==> src/clarb_pkg.sv <==
`default_nettype none
package clarb_pkg;

  localparam int SESSION_BITS_DEF = 16;
  localparam int SID_WIDTH = 16;

  typedef enum logic [1:0] {
    LS_FREE     = 2'd0,
    LS_ATTACHED = 2'd1,
    LS_REMOTE   = 2'd2,
    LS_REVOKING = 2'd3
  } lease_state_t;

  typedef enum logic [2:0] {
    ACT_ATTACH   = 3'd0,
    ACT_ACTIVATE = 3'd1,
    ACT_DETACH   = 3'd2,
    ACT_TAKE_LOC = 3'd3,
    ACT_QUERY    = 3'd4
  } action_t;

  typedef enum logic [1:0] {
    ERR_NONE   = 2'd0,
    ERR_BUSY   = 2'd1,
    ERR_DENIED = 2'd2
  } err_t;

  localparam logic ORIGIN_WEB    = 1'b0;
  localparam logic ORIGIN_REMOTE = 1'b1;

  typedef struct packed {
    logic [2:0]           action;
    logic [SID_WIDTH-1:0] session_id;
    logic                 origin;
  } in_word_t;

  typedef struct packed {
    logic [1:0]  error_code;
    logic        mode;
    logic [31:0] revision;
    logic        revoke_request;
    logic        authorized;
  } out_word_t;

endpackage
`default_nettype wire

==> src/clarb_core.sv <==
`default_nettype none
module clarb_core
  import clarb_pkg::*;
#(
  parameter int OWN_BITS = SID_WIDTH
) (
  input  wire lease_state_t  lease_state,
  input  wire [OWN_BITS-1:0] owner_id,
  input  wire [31:0]         revision_count,
  input  wire in_word_t      word,
  output lease_state_t       lease_state_next,
  output logic [OWN_BITS-1:0] owner_id_next,
  output logic [31:0]        revision_count_next,
  output out_word_t          result
);

  logic [OWN_BITS-1:0] sid;
  logic                is_owner;
  logic                rev_inc;

  assign sid      = word.session_id[OWN_BITS-1:0];
  assign is_owner = (owner_id == sid);

  // next state
  always_comb begin
    lease_state_next = lease_state;
    owner_id_next    = owner_id;
    rev_inc          = 1'b0;
    case (word.action)
      ACT_ATTACH: begin
        if (lease_state == LS_FREE) begin
          lease_state_next = LS_ATTACHED;
          owner_id_next    = sid;
        end
      end
      ACT_ACTIVATE: begin
        if (lease_state == LS_ATTACHED && is_owner) begin
          lease_state_next = LS_REMOTE;
          rev_inc          = 1'b1;
        end
      end
      ACT_DETACH: begin
        if (lease_state != LS_FREE && is_owner) begin
          lease_state_next = LS_FREE;
          owner_id_next    = '0;
          rev_inc          = (lease_state == LS_REMOTE);
        end
      end
      ACT_TAKE_LOC: begin
        if (lease_state == LS_ATTACHED || lease_state == LS_REMOTE) begin
          lease_state_next = LS_REVOKING;
          rev_inc          = (lease_state == LS_REMOTE);
        end
      end
      default: begin
      end
    endcase
  end

  assign revision_count_next = revision_count + {31'd0, rev_inc};

  // result
  always_comb begin
    result                = '0;
    result.mode           = (lease_state_next == LS_REMOTE);
    result.revision       = revision_count_next;
    case (word.action)
      ACT_ATTACH: begin
        if (lease_state != LS_FREE) begin
          result.error_code = ERR_BUSY;
        end
      end
      ACT_ACTIVATE: begin
        if (!((lease_state == LS_ATTACHED || lease_state == LS_REMOTE) && is_owner)) begin
          result.error_code = ERR_DENIED;
        end
      end
      ACT_DETACH: begin
        if (lease_state != LS_FREE && !is_owner) begin
          result.error_code = ERR_DENIED;
        end
      end
      ACT_TAKE_LOC: begin
        result.revoke_request = (lease_state == LS_ATTACHED || lease_state == LS_REMOTE);
      end
      ACT_QUERY: begin
        if (lease_state == LS_REMOTE) begin
          result.authorized = (word.origin == ORIGIN_REMOTE) && is_owner;
        end else begin
          result.authorized = (word.origin == ORIGIN_WEB);
        end
      end
      default: begin
      end
    endcase
  end

endmodule
`default_nettype wire

==> src/control_lease_arbiter_unit.sv <==
`default_nettype none
// Channel  Handshake               Word
// in       in_valid / in_ready     in_word  (action, session_id, origin)
// out      out_valid / out_ready   out_word (error_code, mode, revision,
//                                            revoke_request, authorized)
//
// One word in per cycle while in_ready is high; its result is registered in the output register.
// The lease state, owner and revision update at the same edge the word is taken.
// in_ready is high while the output register is empty or being drained.
// Reset frees the lease, clears owner and revision, and empties the output.
module control_lease_arbiter_unit
  import clarb_pkg::*;
#(
  parameter int SESSION_BITS = SESSION_BITS_DEF
) (
  input  wire            clk,
  input  wire            rst,
  input  wire            in_valid,
  output logic           in_ready,
  input  wire in_word_t  in_word,
  output logic           out_valid,
  input  wire            out_ready,
  output out_word_t      out_word
);

  localparam int OWN_BITS = (SESSION_BITS < SID_WIDTH) ? SESSION_BITS : SID_WIDTH;

  lease_state_t        lease_state;
  lease_state_t        lease_state_next;
  logic [OWN_BITS-1:0] owner_id;
  logic [OWN_BITS-1:0] owner_id_next;
  logic [31:0]         revision_count;
  logic [31:0]         revision_count_next;
  out_word_t           result;
  logic                take;

  assign in_ready = !out_valid || out_ready;
  assign take     = in_valid && in_ready;

  clarb_core #(
    .OWN_BITS(OWN_BITS)
  ) u_core (
    .lease_state         (lease_state),
    .owner_id            (owner_id),
    .revision_count      (revision_count),
    .word                (in_word),
    .lease_state_next    (lease_state_next),
    .owner_id_next       (owner_id_next),
    .revision_count_next (revision_count_next),
    .result              (result)
  );

  always_ff @(posedge clk) begin
    if (rst) begin
      lease_state    <= LS_FREE;
      owner_id       <= '0;
      revision_count <= '0;
      out_valid      <= 1'b0;
    end else begin
      if (take) begin
        lease_state    <= lease_state_next;
        owner_id       <= owner_id_next;
        revision_count <= revision_count_next;
        out_valid      <= 1'b1;
      end else if (out_ready) begin
        out_valid <= 1'b0;
      end
    end
  end

  always_ff @(posedge clk) begin
    if (take) begin
      out_word <= result;
    end
  end

endmodule
`default_nettype wire
==> config.mk <==
export PLATFORM = sky130hd
export DESIGN_NAME = control_lease_arbiter_unit
export DESIGN_NICKNAME = d
export VERILOG_FILES = /design/src/clarb_pkg.sv /design/src/clarb_core.sv /design/src/control_lease_arbiter_unit.sv
export SDC_FILE = /design/constraint.sdc
export NUM_CORES = 1
export LEC_CHECK = 0
export ABC_AREA = 1
export BUFFER_PORTS_ARGS = -buffer_cell sky130_fd_sc_hd__buf_4
export CAP_MARGIN = 10
export CORE_ASPECT_RATIO = 1.4
export CORE_MARGIN = 3
export CORE_UTILIZATION = 52
export CTS_CLUSTER_DIAMETER = 200
export DETAILED_ROUTE_END_ITERATION = 6
export PLACE_DENSITY = 0.7
export RECOVER_POWER = 50
export SLEW_MARGIN = 20
export SYNTH_ARGS = -nofsm -noshare
export SYNTH_HDL_FRONTEND = slang
export SYNTH_SLANG_ARGS = --single-unit
==> constraint.sdc <==
create_clock -name clk -period 3.35 [get_ports clk]
set_input_delay 0.335 -clock clk [delete_from_list [all_inputs] [get_ports clk]]
set_output_delay 0.335 -clock clk [all_outputs]
set_load 0.01 [all_outputs]
# Word-level counts from Yosys, hierarchy flattened
# Cells that the tools add are included.
# totals
in_bits	24
register_bits	88
# op_classes
n_addsub	1
reduce_logical	16
n_bitwise	1
n_eq_ne	10
mux	19
# op_table
cell	n
$add A32 B1 Y32	1
$mux W16	2
$pmux W16 S2	1
$eq A16 B16 Y1	1
$mux W2	6
$pmux W2 S4	1
$mux W1	7
$eq A3 B2 Y1 const B	2
$logic_and A1 B1 Y1	6
$pmux W2 S3	1
$reduce_bool A2 Y1	3
$eq A2 B2 Y1 const B	2
$ne A2 B1 Y1 const B	2
$reduce_and A4 Y1	1
$eq A3 B1 Y1 const B	1
$eq A3 B3 Y1 const B	1
$logic_not A3 Y1	1
$pmux W1 S3	1
$eq A2 B1 Y1 const B	1
$logic_not A1 Y1	2
$logic_not A2 Y1	1
$logic_or A1 B1 Y1	2
$not A1 Y1	1

# Depth between registers and ports, before layout
# Gate-level depths: netlist of the first run.
# depth
depth_word	5
ltp_mapped	22
mapped_depth_nobuf	22

# Cells and area by module
# Synthesis of the first run repeated with hierarchy kept, for this count alone.
# hier_totals
cells_unflattened	700
area_unflattened_um2	5242.5
# by_module_without_submodules
module	instances	seq_area_each_um2	area_each_um2	cells_each
control_lease_arbiter_unit	1	2132.0	3390.8	371
clarb_core	1	0.0	1851.8	329

# Least setup slack after synthesis of the first run
# OpenSTA, ideal clock, no wires.
# synth_timing
path_kind	input port to flip-flop
from	input port in_word[7] in the netlist's numbering
to	register out_word[20] in the netlist's numbering, data pin
t_required_ns	3.085
cell_stages	19
arrival_ns	2.299
setup_slack_ns	0.785
setup_time_ns	0.265
cell_sequence	inv_1 nand2_1 nand2_1 nor2_1 nand2_1 nor2_2 and2_1 a31oi_1 o21ai_0 ha_1 ha_1 nand2_1 nor2_2 nand2_2 nor3_4 nand2_2 inv_1 nand2_1 xor2_1
# synth_lines
item	line	text
from (decl)	control_lease_arbiter_unit.sv:20	input wire in_word_t in_word,
to (signal assigned)	control_lease_arbiter_unit.sv:73	out_word <= result;
to (decl)	control_lease_arbiter_unit.sv:23	output out_word_t out_word

==> impl_metrics.yaml, run 1 <==
run_status:
  status: "completed"
critical_path:
  cp_slowest_cell: "dfxtp_1"
  path_max_fanout: 4
  path_common_cell: "nand2_1"
  critPathLaunchType: "register"
  end_kind: "register"
  cpPeakStageDelay_ps: 330
  critical_path.cell_chain: "inv_1, nand2_1, nand2_1, nor2_1, nand2_1, nor2_4, and2_1, a31oi_1, o21ai_0, ha_1, ha_1, nand2_1, nor2_2, nand2_2, nor3_4, nand2_2, inv_1, nand2_1, xor2_1, o21ai_1, inv_1"
  cp.arrival_ps: 3160
  critPathKind: "register to register"
  required_ps: 3580
clock_tree:
  clk_latency_ps: 340
  max-clock-path-buffers: 2
  cts_hold_buffers: 0
  clkTransAtPathRegs_ps: 60
  root_buffer: "clkbuf_16"
  clock-sinks: 88
  cts_tree: "done"
  cts_setup_buffers: 0
  numCtsBuffers: 9
  h-tree-depth: 3
final_layout:
  layout_common_cells: "nand2_1 (118), inv_1 (101), nor2_1 (75)"
  fill_cells: 768
  antennaDiodeCount: 0
  layout_commonest_cell: "nand2_1"
  drive_gt1_share_pct: 9.59
  synthToLayoutAreaGrowth_pct: 15.3
  nets: 662
sta:
  fin_crit_ps: 2930
  worst_slew_pin_slew_ps: 1090
  min_period_over_period_pct: 87.3
  hold_violations: 0
  grt_setup_unrepaired: "false"
  slew_viol_final: 0
  setup_viol: 0
  fin_skew_ps: 6.48
  fmax_mhz: 342
  tns_ps: 0
  slew_headroom_pct: 27.3
routing:
  final_antenna_net_count: 0
  post_drt_wl_per_cell_um: 12.5
  firstDrtPassIters: 5
  vias: 3676
  first_iter_violations: 181
  finalWirelength_um: 9200
  routed_via_density: 4.98
  post-route-drc-count: 0
power_and_ir_drop:
  vdd_drop_max_uv: 348
  p_total_mw: 2.45
  power_density_nw_per_um2: 481
  cellLeakagePower_nw: 2.41
placed_design:
  gp_congestion: 0.847
  dpl.hpwl_um: 6570
  io_buffers: 62
global_routing:
  grt_pass1_wl_um: 15800
  grt_use_total_pct: 20.4
  grt.overflow.total: 0
  first_global_vias: 3562
  antenna_found_initial: 0
  grt_max_degree: 50
floorplanning:
  rows: 39
  initial_core_util_pct: 53.9
  die_height_um: 115
  ios: 63
  die_w_um: 83.9
  coreArea_um2: 8200
  dieArea_um2: 9660
flow_run:
  drv_cap: 0
yosys:
  postSynthNetCount: 602
  synth_area_um2: 4420
  synth.avg_cell_area_um2: 7.73
  syn-instance-count: 572
  netlist.area_leader.share_pct: 25.1
  synth_seq_cells: 88
  yosys-top-cells-area: "edfxtp_1 (25%), dfxtp_1 (23%), nand2_1 (10%)"
  ys_seq_area_share_pct: 48.2
  synth_area_leader_cell: "edfxtp_1"
  synthDistinctLibCells: 31
  yosys_warnings: 0
worst_hold_path:
  hold_class: "primary input to register"
## sequential cells by signal, summed over array words and instances, names as in the netlist
signal,flops
out_valid,1
revision_count,32
lease_state,2
out_word,37
owner_id,16
## layout make-up
| type | instances | area [um^2] | share of cell area, % |
|---|---|---|---|
| tap | 102 | 128 | 2.50 |
| clock buffer | 14 | 264 | 5.18 |
| clock inverter | 1 | 3.75 | 0.0737 |
| sequential | 88 | 2130 | 41.8 |
| timing repair buffer | 65 | 339 | 6.66 |
| inverter | 103 | 387 | 7.59 |
| multi-input combinational | 365 | 1840 | 36.1 |
## synthesized netlist by cell type (all sizes together)
library cell and number:
nand2 124, inv 102, nor2 83, o21ai 52
dfxtp 51, edfxtp 37, a21oi 26, xor2 26
nand3 21, nor3 13, clkbuf 12, ha 6
nand4 6, buf 4, a31oi 2, nor4 2
a211oi 1, and2 1, clkinv 1, nor4b 1
o22ai 1
## repair_timing
action                                  4_1_cts  5_1_grt
gates resized for setup                       0        2
endpoints found under the setup margin        0        4
endpoints found under the hold margin         0        0
## power breakdown
group	leakage, nW	switching, mW	internal (mW)	total [mW]
Combinational	1.49	0.192	0.101	0.293
Clock	0.130	0.374	0.537	0.911
Sequential	0.793	0.0449	1.20	1.25
Total	2.41	0.611	1.84	2.45
## worst max-delay path, delay by kind of cell, from the launching register on
family,cells,cell delay [ps]
simple gates,12,1350
fa+ha+maj,2,410
compound gates,3,380
flops,1,330
buf+inv,3,210
xor+xnor,1,160
## final timing paths
| check | cells past startpoint | from | end | slack [ps] |
|---|---|---|---|---|
| max reg2reg | 21 | owner_id[6] | revision_count[18] | 420 |
| max | 21 | owner_id[6] | revision_count[18] | 420 |
| min reg2reg | 2 | owner_id[10] | owner_id[10] | 490 |
| min | 4 | out_ready | out_valid | 320 |
## logic make-up (layout without fill, tap and decap cells)
logic type / count (synthesis) / count (layout) / synth area share [%]
and+or+nand+nor: 251 / 251 / 25.2
buffers and inverters: 119 / 183 / 10.2
DFF: 88 / 88 / 48.2
AOI/OAI and AO/OA: 82 / 82 / 9.43
xor gates and xnor gates: 26 / 26 / 5.15
adders and majority gates: 6 / 6 / 1.70
## metrics by stage
step | std cells | worst slack (ps) | utilization, % | hold WS (ps) | cell area, um^2
floorplan | 572 | 785 | - | 453 | 4420
global route | 738 | 0.828 | 62.1 | 343 | 5090
detailed placement | 723 | 287 | 60.6 | 487 | 4970
CTS | 738 | 365 | 63.9 | 300 | 5240
finish | 738 | 424 | 62.1 | 317 | 5090
global placement | 723 | 325 | 60.6 | 469 | 4970
## routing by layer
metal / up-vias / GRT usage, % / wire, um
met5: - / 0 / 0
met4: 0 / 10.2 / 243
met3: 18 / 4.16 / 380
met2: 74 / 38.4 / 4900
met1: 1668 / 21.5 / 3680
li1: 1916 / - / -
Power figures use the tool's default switching activity.
==> run 2: changes to the inputs <==
--- a/config.mk
+++ b/config.mk
@@ -8,12 +8,14 @@
 export ABC_AREA = 1
 export BUFFER_PORTS_ARGS = -buffer_cell sky130_fd_sc_hd__buf_4
 export CAP_MARGIN = 10
+export CELL_PAD_IN_SITES_DETAIL_PLACEMENT = 1
+export CELL_PAD_IN_SITES_GLOBAL_PLACEMENT = 2
 export CORE_ASPECT_RATIO = 1.4
 export CORE_MARGIN = 3
-export CORE_UTILIZATION = 52
+export CORE_UTILIZATION = 33
 export CTS_CLUSTER_DIAMETER = 200
 export DETAILED_ROUTE_END_ITERATION = 6
-export PLACE_DENSITY = 0.7
+export PLACE_DENSITY = 0.76
 export RECOVER_POWER = 50
 export SLEW_MARGIN = 20
 export SYNTH_ARGS = -nofsm -noshare
==> run 2 against run 1 <==
Effect of this change:
- worst setup slack worse by 36 ps
- hold slack got worse by 28 ps
- sequential cell count unchanged
- clock skew decreased by 0.54 ps
- design area up 3.3%
==> impl_metrics.yaml, run 2 (synthesis results as in run 1) <==
sta:
  fin_skew_ps: 5.93
  setup_viol: 0
  hold_violations: 0
  worst_slew_pin_slew_ps: 1460
  fin_crit_ps: 2960
  grt_setup_unrepaired: "false"
  min_period_over_period_pct: 88.4
  timing.hold.ws_ps: 289
  slew_viol_final: 0
  slew_headroom_pct: 2.52
  fmax_mhz: 338
routing:
  met1_length_um: 4630
  post_drt_wl_per_cell_um: 14.1
  post-route-drc-count: 0
  finalWirelength_um: 11500
  vias: 3782
  maxUsedRoutingLayer: "met4"
  first_iter_violations: 88
  final_antenna_net_count: 0
  firstDrtPassIters: 4
  routed_via_density: 4.64
  dr_wl_met3_um: 386
  wl_met2_um: 6320
critical_path:
  cp-startpoint: "owner_id[4]"
  critical_path.cell_chain: "inv_1, nand2_1, nand2_1, nor2_1, nand2_1, nor2_2, and2_1, a31oi_1, o21ai_0, ha_1, ha_1, nand2_1, nor2_2, nand2_2, nor3_4, nand2_2, inv_1, nand2_1, xor2_1, o21ai_1, inv_1"
  r2r_end: "revision_count[30]"
  crit_cells: 21
  end_kind: "register"
  setup.worst_path.end: "revision_count[30]"
  path_max_fanout: 4
  worst-path-buf-inv: 3
  rr_worst_depth: 21
  cp_slowest_cell: "dfxtp_1"
  critPathLaunchType: "register"
  timing.critical_path.max_delay_family: "simple AND/OR/NAND/NOR gates"
  reg2reg_slack_ps: 390
  cpPeakStageDelay_ps: 340
  cp.arrival_ps: 3200
  rr_startpoint: "owner_id[4]"
  critPathKind: "register to register"
  required_ps: 3590
  path_common_cell: "nand2_1"
clock_tree:
  max-clock-path-buffers: 2
  clk_latency_ps: 350
  clock-sinks: 88
  h-tree-depth: 3
  numCtsBuffers: 9
  cts_hold_buffers: 0
  root_buffer: "clkbuf_16"
  cts_tree: "done"
  cts_setup_buffers: 0
  clkTransAtPathRegs_ps: 70
final_layout:
  multi_input_area_um2: 1840
  drive_gt1_share_pct: 9.89
  synthToLayoutAreaGrowth_pct: 19.1
  final_cell_area_um2: 5260
  reg_top3: "out_word (37), revision_count (32), owner_id (16)"
  fill_cells: 1634
  top_register: "out_word"
  layout_common_cells: "nand2_1 (118), inv_1 (102), nor2_1 (75)"
  antennaDiodeCount: 0
  nets: 662
  layout_commonest_cell: "nand2_1"
  largest_reg_flops: 37
  regArea_um2: 2130
power_and_ir_drop:
  vdd_drop_max_uv: 204
  p_sw_share_pct: 25.5
  cellLeakagePower_nw: 2.44
  pwr-share-clk_pct: 43.3
  p_total_mw: 2.73
  power_switching_uw: 697
  p_int_mw: 2.03
  comb_power_share_pct: 11.1
  power_density_nw_per_um2: 519
  seq_power_share_pct: 45.6
global_routing:
  grt_use_total_pct: 16.1
  grt_max_degree: 54
  grt_pass1_wl_um: 19200
  first_global_vias: 4016
  antenna_found_initial: 0
  grt.overflow.total: 0
placed_design:
  dpl.hpwl_um: 8300
  io_buffers: 62
  gp_congestion: 0.790
  placed_area_um2: 5060
flow_run:
  drv_cap: 0
floorplanning:
  rows: 49
  die_w_um: 104
  coreArea_um2: 13000
  initial_core_util_pct: 34.0
  dieArea_um2: 14800
  die_height_um: 143
  ios: 63
run_status:
  status: "completed"
worst_hold_path:
  hold_class: "primary input to register"
[run 2: what timing repair did]
action,in CTS,in global routing
gates resized for setup,0,3
hold endpoints to repair,0,0
endpoints found under the setup margin,0,6
[run 2: area by class of cell]
| type | count | area share (%) |
|---|---|---|
| inverter | 103 | 7.35 |
| tap | 178 | 4.23 |
| multi-input combinational | 365 | 35.0 |
| clock inverter | 7 | 2.26 |
| clock buffer | 9 | 4.28 |
| sequential | 88 | 40.5 |
| timing repair buffer | 65 | 6.35 |
[run 2: how the worst min path moves through the flow]
stage / from / endpoint / slack [ps] / depth (start not counted)
floorplan: owner_id[10] / owner_id[10] / 450 / 2
global placement: owner_id[10] / owner_id[10] / 470 / 2
detailed placement: owner_id[10] / owner_id[10] / 480 / 2
CTS: out_ready / out_valid / 280 / 4
global route: out_ready / out_valid / 320 / 4
finish: out_ready / out_valid / 290 / 4
[run 2: layer usage]
layer	track usage, %	vias up
met1	17.2	1807
met2	30.9	52
met5	0	-
li1	-	1914
met4	6.65	0
met3	3.17	9
[run 2: worst reg2reg max path, stage by stage (launching register included)]
cell	delay (ps)
dfxtp_1	340
inv_1	60
nand2_1	50
nand2_1	60
nor2_1	90
nand2_1	70
nor2_2	190
and2_1	200
a31oi_1	80
o21ai_0	170
ha_1	220
ha_1	200
nand2_1	80
nor2_2	160
nand2_2	120
nor3_4	160
nand2_2	100
inv_1	80
nand2_1	60
xor2_1	170
o21ai_1	140
inv_1	50
[run 2: power groups by stage]
stage | sequential, mW | clock [mW] | combinational (mW)
6_report | 1.24 | 1.18 | 0.304
3_3_place_gp | 1.27 | 0 | 0.327
3_5_place_dp | 1.27 | 0 | 0.337
5_1_grt | 1.25 | 1.25 | 0.354
4_1_cts | 1.25 | 1.22 | 0.340
2_1_floorplan | 1.28 | 0 | 0.183
[run 2: metrics by stage]
stage          util, %  std cells  setup TNS, ps  setup slack [ps]
2_1_floorplan        -        572              0               785
3_3_place_gp      39.0        799              0               135
3_5_place_dp      39.0        799          -24.5             -24.5
4_1_cts           41.6        815              0              44.7
5_1_grt           40.5        815              0              8.79
6_report          40.5        815              0               388
